[config.mk]
export PLATFORM = sky130hd
export DESIGN_NAME = sram_cell
export DESIGN_NICKNAME = d
export VERILOG_FILES = /design/src/hw/rtl/sram_pkg.sv /design/src/hw/rtl/sram_cell.sv
export SDC_FILE = /design/constraint.sdc
export NUM_CORES = 1
export LEC_CHECK = 0
export BUFFER_PORTS_ARGS = -buffer_cell sky130_fd_sc_hd__buf_2
export CAP_MARGIN = 30
export CELL_PAD_IN_SITES_DETAIL_PLACEMENT = 0
export CELL_PAD_IN_SITES_GLOBAL_PLACEMENT = 1
export CORE_MARGIN = 3
export CORE_UTILIZATION = 35
export CTS_BUF_LIST = sky130_fd_sc_hd__clkbuf_8
export DETAILED_ROUTE_END_ITERATION = 8
export HOLD_SLACK_MARGIN = 0.02
export PLACE_DENSITY_LB_ADDON = 0.1
export REMOVE_ABC_BUFFERS = 1
export SETUP_SLACK_MARGIN = 0.3
export SYNTH_ARGS = -nofsm -noshare
export SYNTH_HDL_FRONTEND = slang
export SYNTH_SLANG_ARGS = --single-unit
[constraint.sdc]
create_clock -name clk_i -period 2.6 [get_ports clk_i]
set_input_delay 0.13 -clock clk_i [delete_from_list [all_inputs] [get_ports clk_i]]
set_output_delay 0.13 -clock clk_i [all_outputs]
set_load 0.005 [all_outputs]
[src/hw/rtl/sram_pkg.sv]
package sram_pkg;

  localparam int Window     = 8;
  localparam int MaxSensors = 64;
  localparam int WinW       = $clog2(Window);
  localparam int EntW       = $clog2(MaxSensors);
  localparam int CntW       = $clog2(MaxSensors + 1);
  localparam int SumW       = 16 + WinW;
  localparam int WsAddrW    = EntW + WinW;

  localparam logic       CmdMap    = 1'b0;
  localparam logic       CmdSample = 1'b1;

  localparam logic [2:0] StDone    = 3'd0;
  localparam logic [2:0] StUnknown = 3'd1;
  localparam logic [2:0] StStored  = 3'd2;
  localparam logic [2:0] StFull    = 3'd3;
  localparam logic [2:0] StDup     = 3'd4;

  localparam logic [1:0] AlNone = 2'd0;
  localparam logic [1:0] AlCold = 2'd1;
  localparam logic [1:0] AlHot  = 2'd2;

  localparam logic CfgLow  = 1'b0;
  localparam logic CfgHigh = 1'b1;

  typedef struct packed {
    logic               command;
    logic [15:0]        probe_id;
    logic [15:0]        room_id;
    logic signed [15:0] sample_value;
    logic [31:0]        sample_time;
  } in_item_t;

  typedef struct packed {
    logic [2:0]         status;
    logic [15:0]        out_probe_id;
    logic [15:0]        out_room_id;
    logic signed [15:0] average;
    logic [31:0]        last_time;
    logic [1:0]         alarm;
  } out_item_t;

  // Search token passed along the cell row.
  typedef struct packed {
    logic            valid;
    logic [15:0]     id;
    logic            hit;
    logic [EntW-1:0] idx;
  } search_t;

endpackage

[src/hw/rtl/sram_cell.sv]
module sram_cell (
  input  logic                  clk_i,
  input  logic                  rst_ni,
  input  logic [sram_pkg::EntW-1:0] idx_i,
  input  logic                  load_i,
  input  logic [15:0]           load_id_i,
  input  logic                  used_i,
  input  sram_pkg::search_t     prev_i,
  output sram_pkg::search_t     next_o
);
  import sram_pkg::*;

  logic [15:0] id_q;
  search_t     next_q;
  search_t     next_d;

  always_ff @(posedge clk_i) begin
    if (load_i) begin
      id_q <= load_id_i;
    end
  end

  always_comb begin
    next_d = prev_i;
    if (prev_i.valid && !prev_i.hit && used_i && (id_q == prev_i.id)) begin
      next_d.hit = 1'b1;
      next_d.idx = idx_i;
    end
  end

  always_ff @(posedge clk_i or negedge rst_ni) begin
    if (!rst_ni) begin
      next_q <= '0;
    end else begin
      next_q <= next_d;
    end
  end

  assign next_o = next_q;
endmodule

After elaboration in Yosys (flattened, before gate mapping)

Index checks and enable logic that the tools add are counted.

Equal/unequal tests: 1
Multiplexer cells: 1
Reduce and logical (&&, ||, !) cells: 4

Operator list:

| operator          | count |
|---|---|
| $eq 16x16->1      | 1 |
| $mux 7            | 1 |
| $logic_and 1x1->1 | 3 |
| $logic_not 1->1   | 1 |

Bits in registers: 40
Bits of input ports: 50
Output and inout port bits: 24
Logic and storage cells: 11

Longest topological paths before layout

Gate-level depths: netlist of the first run.

Depth in word-level cells: 5
Mapped depth: 5
Depth with buffers taken out: 5

Worst setup path before layout of the first run

Ideal clock, no wire load.

Path kind: register to register
Start: register id_q[2]
End: register next_q (netlist bit next_o[0])
Library setup time: 0.125 ns
Arrival: 1.569 ns
Data required time: 2.475 ns
Path slack: 0.906 ns
Stages on the path, launching flop included: 6
Buffers on the path: 0
Clock period less this slack: 1.694 ns
Path through: edfxtp_1 > xor2_1 > nor4_1 > nand3_1 > nor4_4 > mux2_2

RTL lines:

| what                   | line            | text |
|---|---|---|
| start, declared        | sram_cell.sv:13 | `logic [15:0] id_q;` |
| start signal, assigned | sram_cell.sv:19 | `id_q <= load_id_i;` |
| end signal, assigned   | sram_cell.sv:35 | `next_q <= next_d;` |
| end, declared          | sram_cell.sv:14 | `search_t next_q;` |

==> impl_results.md, run 1 <==
- Status: completed
- Layout fillers: ~290
- Hold_sp: load_id_i[9]
- Final Max Tran Viols: 0
- Mapped Cells: 70
- Postcts setup bufs: 0
- Critical-path top delay cell: dlygate4sd3_1
- Post-Synth XOR/XNOR Area: between 10 and 15%
- DRT iter0 DRCs: 25
- I/O pins: 74
- Resized cells post-CTS: 0
- Final ANT Viol Nets: 0
- CTS Buffer Depth: 2
- First-pass GRT wire length: 4510 um
- Required time worst endpoint: 2770 ps
- Critical path fanouts, max: 7
- Worst-Skew Late Latency: 290 ps
- Post-route design area: 2230 um2
- Worst EP arrival: 2250 ps
- Post-synthesis register bit count: 40
- Met3 usage: 4.43%
- Relative slew margins: 65.1%
- Origin of the critical flop-to-flop path: id_q[14]
- Top Usage Layer GRT: met2
- Met2 Usage GRT: ~26%
- Setup-failing EPs final: 0
- Minimum clock period: 2070 ps
- Syn_area_per_cell: 19.3 um2
- R2R setup slack: 650 ps
- Mapped Area: 1350 um2
- CTS tree: yes
- Ys async rst share: 60.0%
- Count of input and output buffers: 73
- Gr ovfl total: 0
- Slowest stage delay, CP: between 500 and 600 ps
- Hold crit path type: in2reg
- Post-synthesis mux area share: 5.00%
- CP Capture Type: register
- Max VDD drop: between 0.3 and 0.4 mV
- Clk sink count: 40
- Largest family of logic cells by synthesized area: XOR/XNOR gates
- Drc violations: 0
- Nets: 233
- RSZ-0062 raised after global routing: no
- Post-synth top flop: dfrtp_1
- Sequential-to-total area share from yosys stat: 80.1%
- Period utilisation layout: 79.7%
- Worst-Margin Slew: about 520 ps
- F_max: 0.482 GHz
- FP Rows: 21
- GR met1 Demand/Resource: 14.0%
- Synth warn: 0
- Initial Util: 38.3%
- Crit-path cells: dlygate4sd3_1 > buf_2 > xor2_1 > nor4_1 > nand3_1 > nor4_4 > mux2_2
- Reg2Reg Capture Point: next_o[3]
- Simple-gate share of the synthesized area: 4.54%
- Register-to-Register Path Depth: 5
- Max Cap Viol: 0
- N_diodes: 0
- DIE AREA: 4640 um2
- Synth top area cells: dfrtp_1 44%, edfxtp_1 36%, xor2_1 7.1%
- Hold Slack: 30.4 ps
- Most frequent cells after synthesis: 24 x dfrtp_1, 16 x edfxtp_1, 11 x xor2_1
- Yosys top cell area share: 44.5%
- Post-synthesis adder-cell area fraction: 0%
- Die Span X: between 60 and 70 um
- Final GP Congestion: ~0.66
- CTS H-tree lvls: 2
- Hold endpoint: id_q[9]
- Vias in the first global route: 1,046
- Dominant cell type by area after synthesis: dfrtp_1
- Total GRT Usage: 14.1%
- PwrDens: 630 nW/um2
- Top-count cell post-synth: dfrtp_1
- Die H: 68.1 um
- Placed cell area: around 1800 um2
- Routed wire per std cell: 13.0 um
- Area Overhead vs Synth: 65.2%
- Post-Route WL: 2990 um
- DP Worst Slack: 623 ps
- Setup tns final: 0 ps
- Setup ws final: 527 ps
- Initial antenna violation count: 0
- Detailed Routing Iterations Pass 1: 2
- Setup Crit Path Kind: in2reg
- CP Launch Type: input port
- DR vias: 978
- Total CTS buffers: 5
- Leak pwr: 1.02 nW
- Core ar.: 3520 um2
- Post-synth EDFFs: 16
- Synth Area in Compound Gates: 0%
- Clock Skew: 3.95 ps
- Core Util, Final: 63.3%
- Hold Path Depth: 1
- Root buffer cell: clkbuf_8
- Cell variety after synth: 11
- Share of post-route cells with drive strength above 1: between 40% and 50%
- Final hold viol count: 0
- Largest net degree at the start of global routing: 25
- Post-DR vias/cell: 4.25
- Reg clk slew, reported paths: 70 ps
[flip-flops by register name (all words and copies together) (netlist names)]
register / count
next_o: 24
id_q: 16
[worst max-delay path, delay by kind of cell]
family,cells,cell delay (ps)
AND/OR/NAND/NOR,3,910
buffers and inverters,2,660
multiplexers,1,390
XOR/XNOR,1,150
[timing repair]
action / in CTS / in global routing
hold buffers: 33 / 0
endpoints found under the setup margin: 0 / 0
hold endpoints to repair: 56 / 0
[metrics by stage]
| step | total power [W] | cells |
|---|---|---|
| after floorplan | 0.000757 | 70 |
| after global placement | 0.000832 | 189 |
| after detailed placement | 0.000835 | 189 |
| after CTS | 0.00142 | 230 |
| after global routing | 0.00147 | 230 |
| final | 0.00140 | 230 |
[metal layers]
metal  wire, um  up-vias
met3        245        9
met4         52        0
met2       1640       46
met1       1050      453
met5          0        -
li1           -      470
[kinds of logic (layout without fill, tap and decap cells)]
group,after synthesis,count (layout)
muxes,6,6
xor gates and xnor gates,16,16
and+or+nand+nor,8,8
DFF,40,40
buffers and inverters,0,114
[cell usage in the layout (no fill, tap or decap)]
cell,n
dlygate4sd3_1,33
xor2_1,11
or2_2,1
nor4_4,1
dfrtp_1,24
nand4_1,1
edfxtp_1,16
nand3_1,2
nor4_1,2
xnor2_1,5
nor3_1,1
buf_2,73
bufinv_16,1
clkbuf_8,7
mux2_2,6
[power by group]
| part | leakage [nW] | switching, W | internal, W |
|---|---|---|---|
| Clock | 0.0645 | 0.000208 | 0.000339 |
| Combinational | 0.518 | 0.0000562 | 0.0000911 |
| Sequential | 0.436 | 0.0000122 | 0.000698 |
| Total | 1.02 | 0.000277 | 0.00113 |
[area by class of cell]
class	instances	area (um2)	share of cell area [%]
clock inverter	1	30.0	1.35
tap	46	57.6	2.58
clock buffer	7	96.3	4.32
multi-input combinational	30	269	12.1
timing repair buffer	106	696	31.2
sequential	40	1080	48.5
[worst max path at each step]
stage	from	to	slack, ps	depth (start not counted)
3_3_place_gp	id_q[14]	next_o[5]	660	5
5_1_grt	prev_i[21]	next_o[1]	350	7
3_5_place_dp	id_q[14]	next_o[3]	620	5
4_1_cts	prev_i[21]	next_o[3]	500	7
6_report	prev_i[21]	next_o[3]	530	7
2_1_floorplan	id_q[2]	next_o[0]	910	5
Power figures use the tool's default switching activity.
==> run 2: changes to the inputs <==
==> constraint.sdc (replaced) <==
create_clock -name clk_i -period 2.1 [get_ports clk_i]
set_input_delay 0.105 -clock clk_i [delete_from_list [all_inputs] [get_ports clk_i]]
set_output_delay 0.105 -clock clk_i [all_outputs]
set_load 0.005 [all_outputs]
==> impl_results.md, run 2 (same netlist as run 1, synthesis figures left out) <==
- Initial antenna violation count: 0 (unchanged)
- Routed wire per std cell: 12.2 um (-6.0%)
- Relative slew margins: 64.7% (-0.36 points)
- Max Cap Viol: 0 (unchanged)
- I/O pins: 74 (unchanged)
- Crit. path cell count: 8 (+1)
- Final hold viol count: 0 (unchanged)
- Final GP Congestion: 0.659 (about the same)
- Met2 Usage GRT: 23.9% (-1.9 points)
- Origin of the critical flop-to-flop path: id_q[14]
- Minimum clock period: 1820 ps
- Core Util, Final: 62.9% (-0.39 points)
- Critical path fanouts, max: 7 (unchanged)
- Post-Route WL: 2840 um (-5.1%)
- Most frequent cells in the layout: 73 x buf_2, 34 x dlygate4sd3_1, 24 x dfrtp_1
- Total CTS buffers: 5 (unchanged)
- Layout fillers: 293 (+2.8%)
- CTS tree: yes
- CTS Buffer Depth: 2 (unchanged)
- CP Buf/Inv Count: 3 (+1)
- Worst setup path endpoint: next_o[3]
- Die Span X: 68.1 um (unchanged)
- Detailed Routing Iterations Pass 1: 2 (unchanged)
- Worst Setup SP: prev_i[8]
- Top Usage Layer GRT: met2
- Max reg flops: 24 (unchanged)
- Setup tns final: 0 ps (unchanged)
- Period utilisation layout: 86.7%
- Clock Skew: 4.87 ps (+0.919 ps)
- Crit-path cells: dlygate4sd3_1 > buf_2 > xor2_1 > nor3_1 > nand3_1 > nor4_4 > buf_6 > mux2_2
- Most common cell after layout, fill and taps aside: buf_2
- Met3 usage: 6.90% (+2.5 points)
- Final ANT Viol Nets: 0 (unchanged)
- Final Max Tran Viols: 0 (unchanged)
- Reg clk slew, reported paths: 70 ps (about the same)
- Area of the multi-input gates: 279 um2 (+3.7%)
- Combinational share of power: 12.1% (+1.6 points)
- Setup Crit Path Kind: in2reg
- Required time worst endpoint: 2280 ps (-490 ps)
- Clock share of power: 30.7% (-8.2 points)
- Total power: 0.00154 W (+9.4%)
- Area Overhead vs Synth: 64.1%
- GR met1 Demand/Resource: 13.4% (-0.61 points)
- Setup-failing EPs final: 0 (unchanged)
- Post-detail-place hpwl: 1960 um
- Register-to-Register Path Depth: 6 (+1)
- DRT iter0 DRCs: 15 (-40%)
- First-pass GRT wire length: 4340 um (-3.7%)
- Root buffer cell: clkbuf_8
- CTS H-tree lvls: 2 (unchanged)
- Total GRT Usage: 13.8% (-0.34 points)
- Hold crit path type: in2reg
- Reg power frac: 57.2% (+6.6 points)
- Placed Cells: 189 (unchanged)
- Slowest stage delay, CP: 540 ps (about the same)
- DIE AREA: 4640 um2 (unchanged)
- Net Switching: 0.000333 W (+20%)
- Internal: 0.00120 W (+6.6%)
- Status: completed
- R2R setup slack: 330 ps (-320 ps)
- CP Capture Type: register
- Worst EP arrival: 2000 ps (-250 ps)
- DR vias: 973 (-0.51%)
- Initial Util: 38.3% (unchanged)
- PwrDens: 693 nW/um2 (+10%)
- Drc violations: 0 (unchanged)
- Sw Share: 21.7% (+2.0 points)
- Leak pwr: 1.02 nW (about the same)
- Vias in the first global route: 1,006 (-3.8%)
- F_max: 0.549 GHz
- Max VDD drop: 0.489 mV (+33%)
- Area occupied by registers: 1080 um2 (unchanged)
- Die H: 68.1 um (unchanged)
- Worst-Margin Slew: 529 ps (+5.40 ps)
- Reg2Reg Capture Point: next_o[3]
- Post-DR vias/cell: 4.19 (-1.4%)
- Count of input and output buffers: 73 (unchanged)
- Gr ovfl total: 0 (unchanged)
- CP Launch Type: input port
- Largest net degree at the start of global routing: 25 (unchanged)
- Share of post-route cells with drive strength above 1: 47.8% (-0.52 points)
- Final std cells w/o fill: 232 (+0.87%)
- Nets: 235 (+0.86%)
- RSZ-0062 raised after global routing: yes
- Worst-Skew Late Latency: 290 ps (about the same)
- Hold Slack: 43.3 ps (+12.9 ps)
- Clk sink count: 40 (unchanged)
- N_diodes: 0 (unchanged)
- Critical-path top delay cell: dlygate4sd3_1
- Core ar.: 3520 um2 (unchanged)
- Crit path max-delay family: buffers and inverters
- FP Rows: 21 (unchanged)
==> run 2: routing by layer <==
| metal | share of wire [%] | up-vias |
|---|---|---|
| met5 | 0 | - |
| met1 | 36 | 447 |
| met3 | 11 | 7 |
| met4 | 2.1 | 0 |
| li1 | - | 474 |
| met2 | 52 | 45 |
==> run 2: through the flow <==
step,worst slack (ps),area (um2)
final,279,2220
after global routing,195,2220
after CTS,261,2210
after detailed placement,158,1770
after global placement,155,1770
after floorplan,406,1350
==> run 2: power by group through the flow <==
stage          combinational, W  clock, W  sequential (W)
2_1_floorplan         0.0000373         0        0.000900
6_report               0.000186  0.000471        0.000879
3_5_place_dp           0.000138         0        0.000895
3_3_place_gp           0.000135         0        0.000895
4_1_cts                0.000188  0.000488        0.000879
5_1_grt                0.000208  0.000528        0.000883
==> run 2: how the worst min path moves through the flow <==
stage              start   endpoint  slack [ps]  depth (start not counted)
6_report       prev_i[5]  next_o[5]          40                          2
2_1_floorplan     rst_ni  next_o[0]        -190                          0
3_5_place_dp      rst_ni  next_o[8]         120                          1
5_1_grt         idx_i[1]  next_o[1]          30                          2
3_3_place_gp      rst_ni  next_o[9]         110                          1
4_1_cts        prev_i[0]  next_o[0]          40                          2
==> run 2: layout make-up <==
cell class,instances,area share (%)
clock buffers,5,3.11
clock inverters,3,0.565
multi-input cells,30,12.6
flip-flops and latches,40,48.8
well taps,46,2.60
repair buffers,108,32.4
==> run 2: timing repair <==
item	CTS	global route
endpoints found under the hold margin	57	0
hold buffers	34	0
pin swaps	0	1
buffers inserted	1	0
setup endpoints to repair	6	6
gates resized for setup	2	1
cloned	0	0
==> run 3: changes to the inputs <==
--- a/config.mk
+++ b/config.mk
@@ -10,7 +10,7 @@
 export CELL_PAD_IN_SITES_DETAIL_PLACEMENT = 0
 export CELL_PAD_IN_SITES_GLOBAL_PLACEMENT = 1
 export CORE_MARGIN = 3
-export CORE_UTILIZATION = 35
+export CORE_UTILIZATION = 30
 export CTS_BUF_LIST = sky130_fd_sc_hd__clkbuf_8
 export DETAILED_ROUTE_END_ITERATION = 8
 export HOLD_SLACK_MARGIN = 0.02
==> impl_results.md, run 3 (same netlist as run 1, synthesis figures left out) <==
- Status: completed
- DP Worst Slack: 140 ps (-18.3 ps)
- DIE AREA: 5340 um2 (+15%)
- Final std cells w/o fill: 236 (+1.7%)
- CTS Buffer Depth: 2 (unchanged)
- Post-Route WL: 2900 um (+2.2%)
- Reg clk slew, reported paths: 70 ps (about the same)
- Share of post-route cells with drive strength above 1: 47.3% (-0.54 points)
- Routed wire per std cell: 12.3 um (+0.45%)
- Crit-path cells: xor2_1 > nor4_2 > nand3_1 > nor4_4 > buf_6 > mux2_2
- Core ar.: 4170 um2 (+19%)
- CTS H-tree lvls: 2 (unchanged)
- Most frequent cells in the layout: 73 x buf_2, 34 x dlygate4sd3_1, 24 x dfrtp_1
- Initial antenna violation count: 0 (unchanged)
- Sw Share: 21.3% (-0.41 points)
- Clock Skew: 4.16 ps (-0.710 ps)
- Final Max Tran Viols: 0 (unchanged)
- Detailed Routing Iterations Pass 1: 2 (unchanged)
- CTS tree: yes
- Largest net degree at the start of global routing: 25 (unchanged)
- Met3 usage: 5.10% (-1.8 points)
- Setup-failing EPs final: 0 (unchanged)
- Relative slew margins: 63.7% (-1.0 points)
- Leak pwr: 1.03 nW (+0.77%)
- DR vias: 977 (+0.41%)
- Max VDD drop: 0.436 mV (-11%)
- Crit path max-delay family: simple AND/OR/NAND/NOR gates
- Required time worst endpoint: 2270 ps (about the same)
- FP Rows: 23 (+9.5%)
- Initial Util: 32.4% (-6.0 points)
- Die H: 73.1 um (+7.3%)
- Minimum clock period: 1780 ps (-45.0 ps)
- RSZ-0062 raised after global routing: yes
- First-pass GRT wire length: 4820 um (+11%)
- Combinational share of power: 12.2% (about the same)
- Reg power frac: 57.6% (+0.4 points)
- Placed Cells: 193 (+2.1%)
- Most common cell after layout, fill and taps aside: buf_2
- Hold crit path type: in2reg
- Clk sink count: 40 (unchanged)
- DRT iter0 DRCs: 26 (+11)
- Worst EP arrival: 1950 ps (-50 ps)
- Final hold viol count: 0 (unchanged)
- Vias in the first global route: 1,063 (+5.7%)
- Worst-Margin Slew: 545 ps (+15.3 ps)
- Post-detail-place hpwl: 2090 um (+6.6%)
- Critical-path top delay cell: edfxtp_1
- Slowest stage delay, CP: 380 ps (-160 ps)
- I/O pins: 74 (unchanged)
- Area Overhead vs Synth: 65.0%
- Setup Crit Path Kind: reg2reg
- Net Switching: 0.000325 W (-2.4%)
- CP Launch Type: register
- GR met1 Demand/Resource: 13.2% (-0.14 points)
- Period utilisation layout: 84.5% (-2.1 points)
- Internal: 0.00120 W (about the same)
- Final ANT Viol Nets: 0 (unchanged)
- Gr ovfl total: 0 (unchanged)
- R2R setup slack: 320 ps (about the same)
- Die Span X: 73.1 um (+7.3%)
- CP Capture Type: register
- CP Buf/Inv Count: 1 (-2)
- Top Usage Layer GRT: met2
- Total GRT Usage: 12.3% (-1.5 points)
- PwrDens: 686 nW/um2 (-1.1%)
- Critical path fanouts, max: 7 (unchanged)
- F_max: 0.563 GHz (+2.5%)
- Setup ws final: 325 ps (+45.0 ps)
- Drc violations: 0 (unchanged)
- Root buffer cell: clkbuf_8
- Max Cap Viol: 0 (unchanged)
- N_diodes: 0 (unchanged)
- Max reg flops: 24 (unchanged)
- Setup tns final: 0 ps (unchanged)
- Count of input and output buffers: 73 (unchanged)
- Post-DR vias/cell: 4.14 (-1.3%)
- Total CTS buffers: 5 (unchanged)
- Final GP Congestion: 0.659 (about the same)
- Worst-Skew Late Latency: 290 ps (about the same)
- Nets: 235 (unchanged)
- Met2 Usage GRT: 20.8% (-3.2 points)
- Clock share of power: 30.1% (-0.6 points)
run 3: cell count changes in the layout (fill, tap and decap cells not counted), sizes merged:
cell	previous run	this run
clkinv	1	0
inv	2	3
run 3: routing by layer:
metal	routed length, um	vias up
met4	57	0
met5	0	-
met3	279	8
li1	-	476
met1	1090	449
met2	1470	44
run 3: power by group through the flow:
stage,clock (W),sequential (W),combinational [W]
3_3_place_gp,0,0.000895,0.000136
6_report,0.000460,0.000880,0.000187
2_1_floorplan,0,0.000900,0.0000373
3_5_place_dp,0,0.000896,0.000138
5_1_grt,0.000518,0.000884,0.000210
4_1_cts,0.000489,0.000880,0.000189
run 3: path summary, 6_finish.rpt:
| path | from | end | depth (start not counted) |
|---|---|---|---|
| max | id_q[15] | next_o[2] | 6 |
| min | prev_i[1] | next_o[1] | 2 |
| max reg2reg | id_q[15] | next_o[2] | 6 |
| min reg2reg | id_q[12] | next_o[1] | 5 |
| max in group asynchronous | rst_ni | next_o[2] | 2 |
| min in group asynchronous | rst_ni | next_o[8] | 2 |
run 3: per-stage QoR:
step	utilization, %	area [um2]	hold WS, ps	power (W)
2_1_floorplan	-	1350	-191	0.000937
5_1_grt	53.4	2230	37.8	0.00161
3_3_place_gp	42.6	1780	120	0.00103
6_report	53.4	2230	50.8	0.00153
4_1_cts	53.2	2220	35.6	0.00156
3_5_place_dp	42.6	1780	125	0.00103
run 3: layout make-up:
cell class / count / area [um2]
clock buffer: 5 / 68.8
clock inverter: 3 / 11.3
fill: 385 / 1950
multi-input combinational: 30 / 287
sequential: 40 / 1080
tap: 50 / 62.6
timing repair buffer: 108 / 717
run 3: timing repair:
item,4_1_cts,5_1_grt
setup buffers,1,0
gates resized for setup,3,2
hold endpoints to repair,57,0
hold buffers,34,0
endpoints found under the setup margin,6,6
pin swaps,3,3
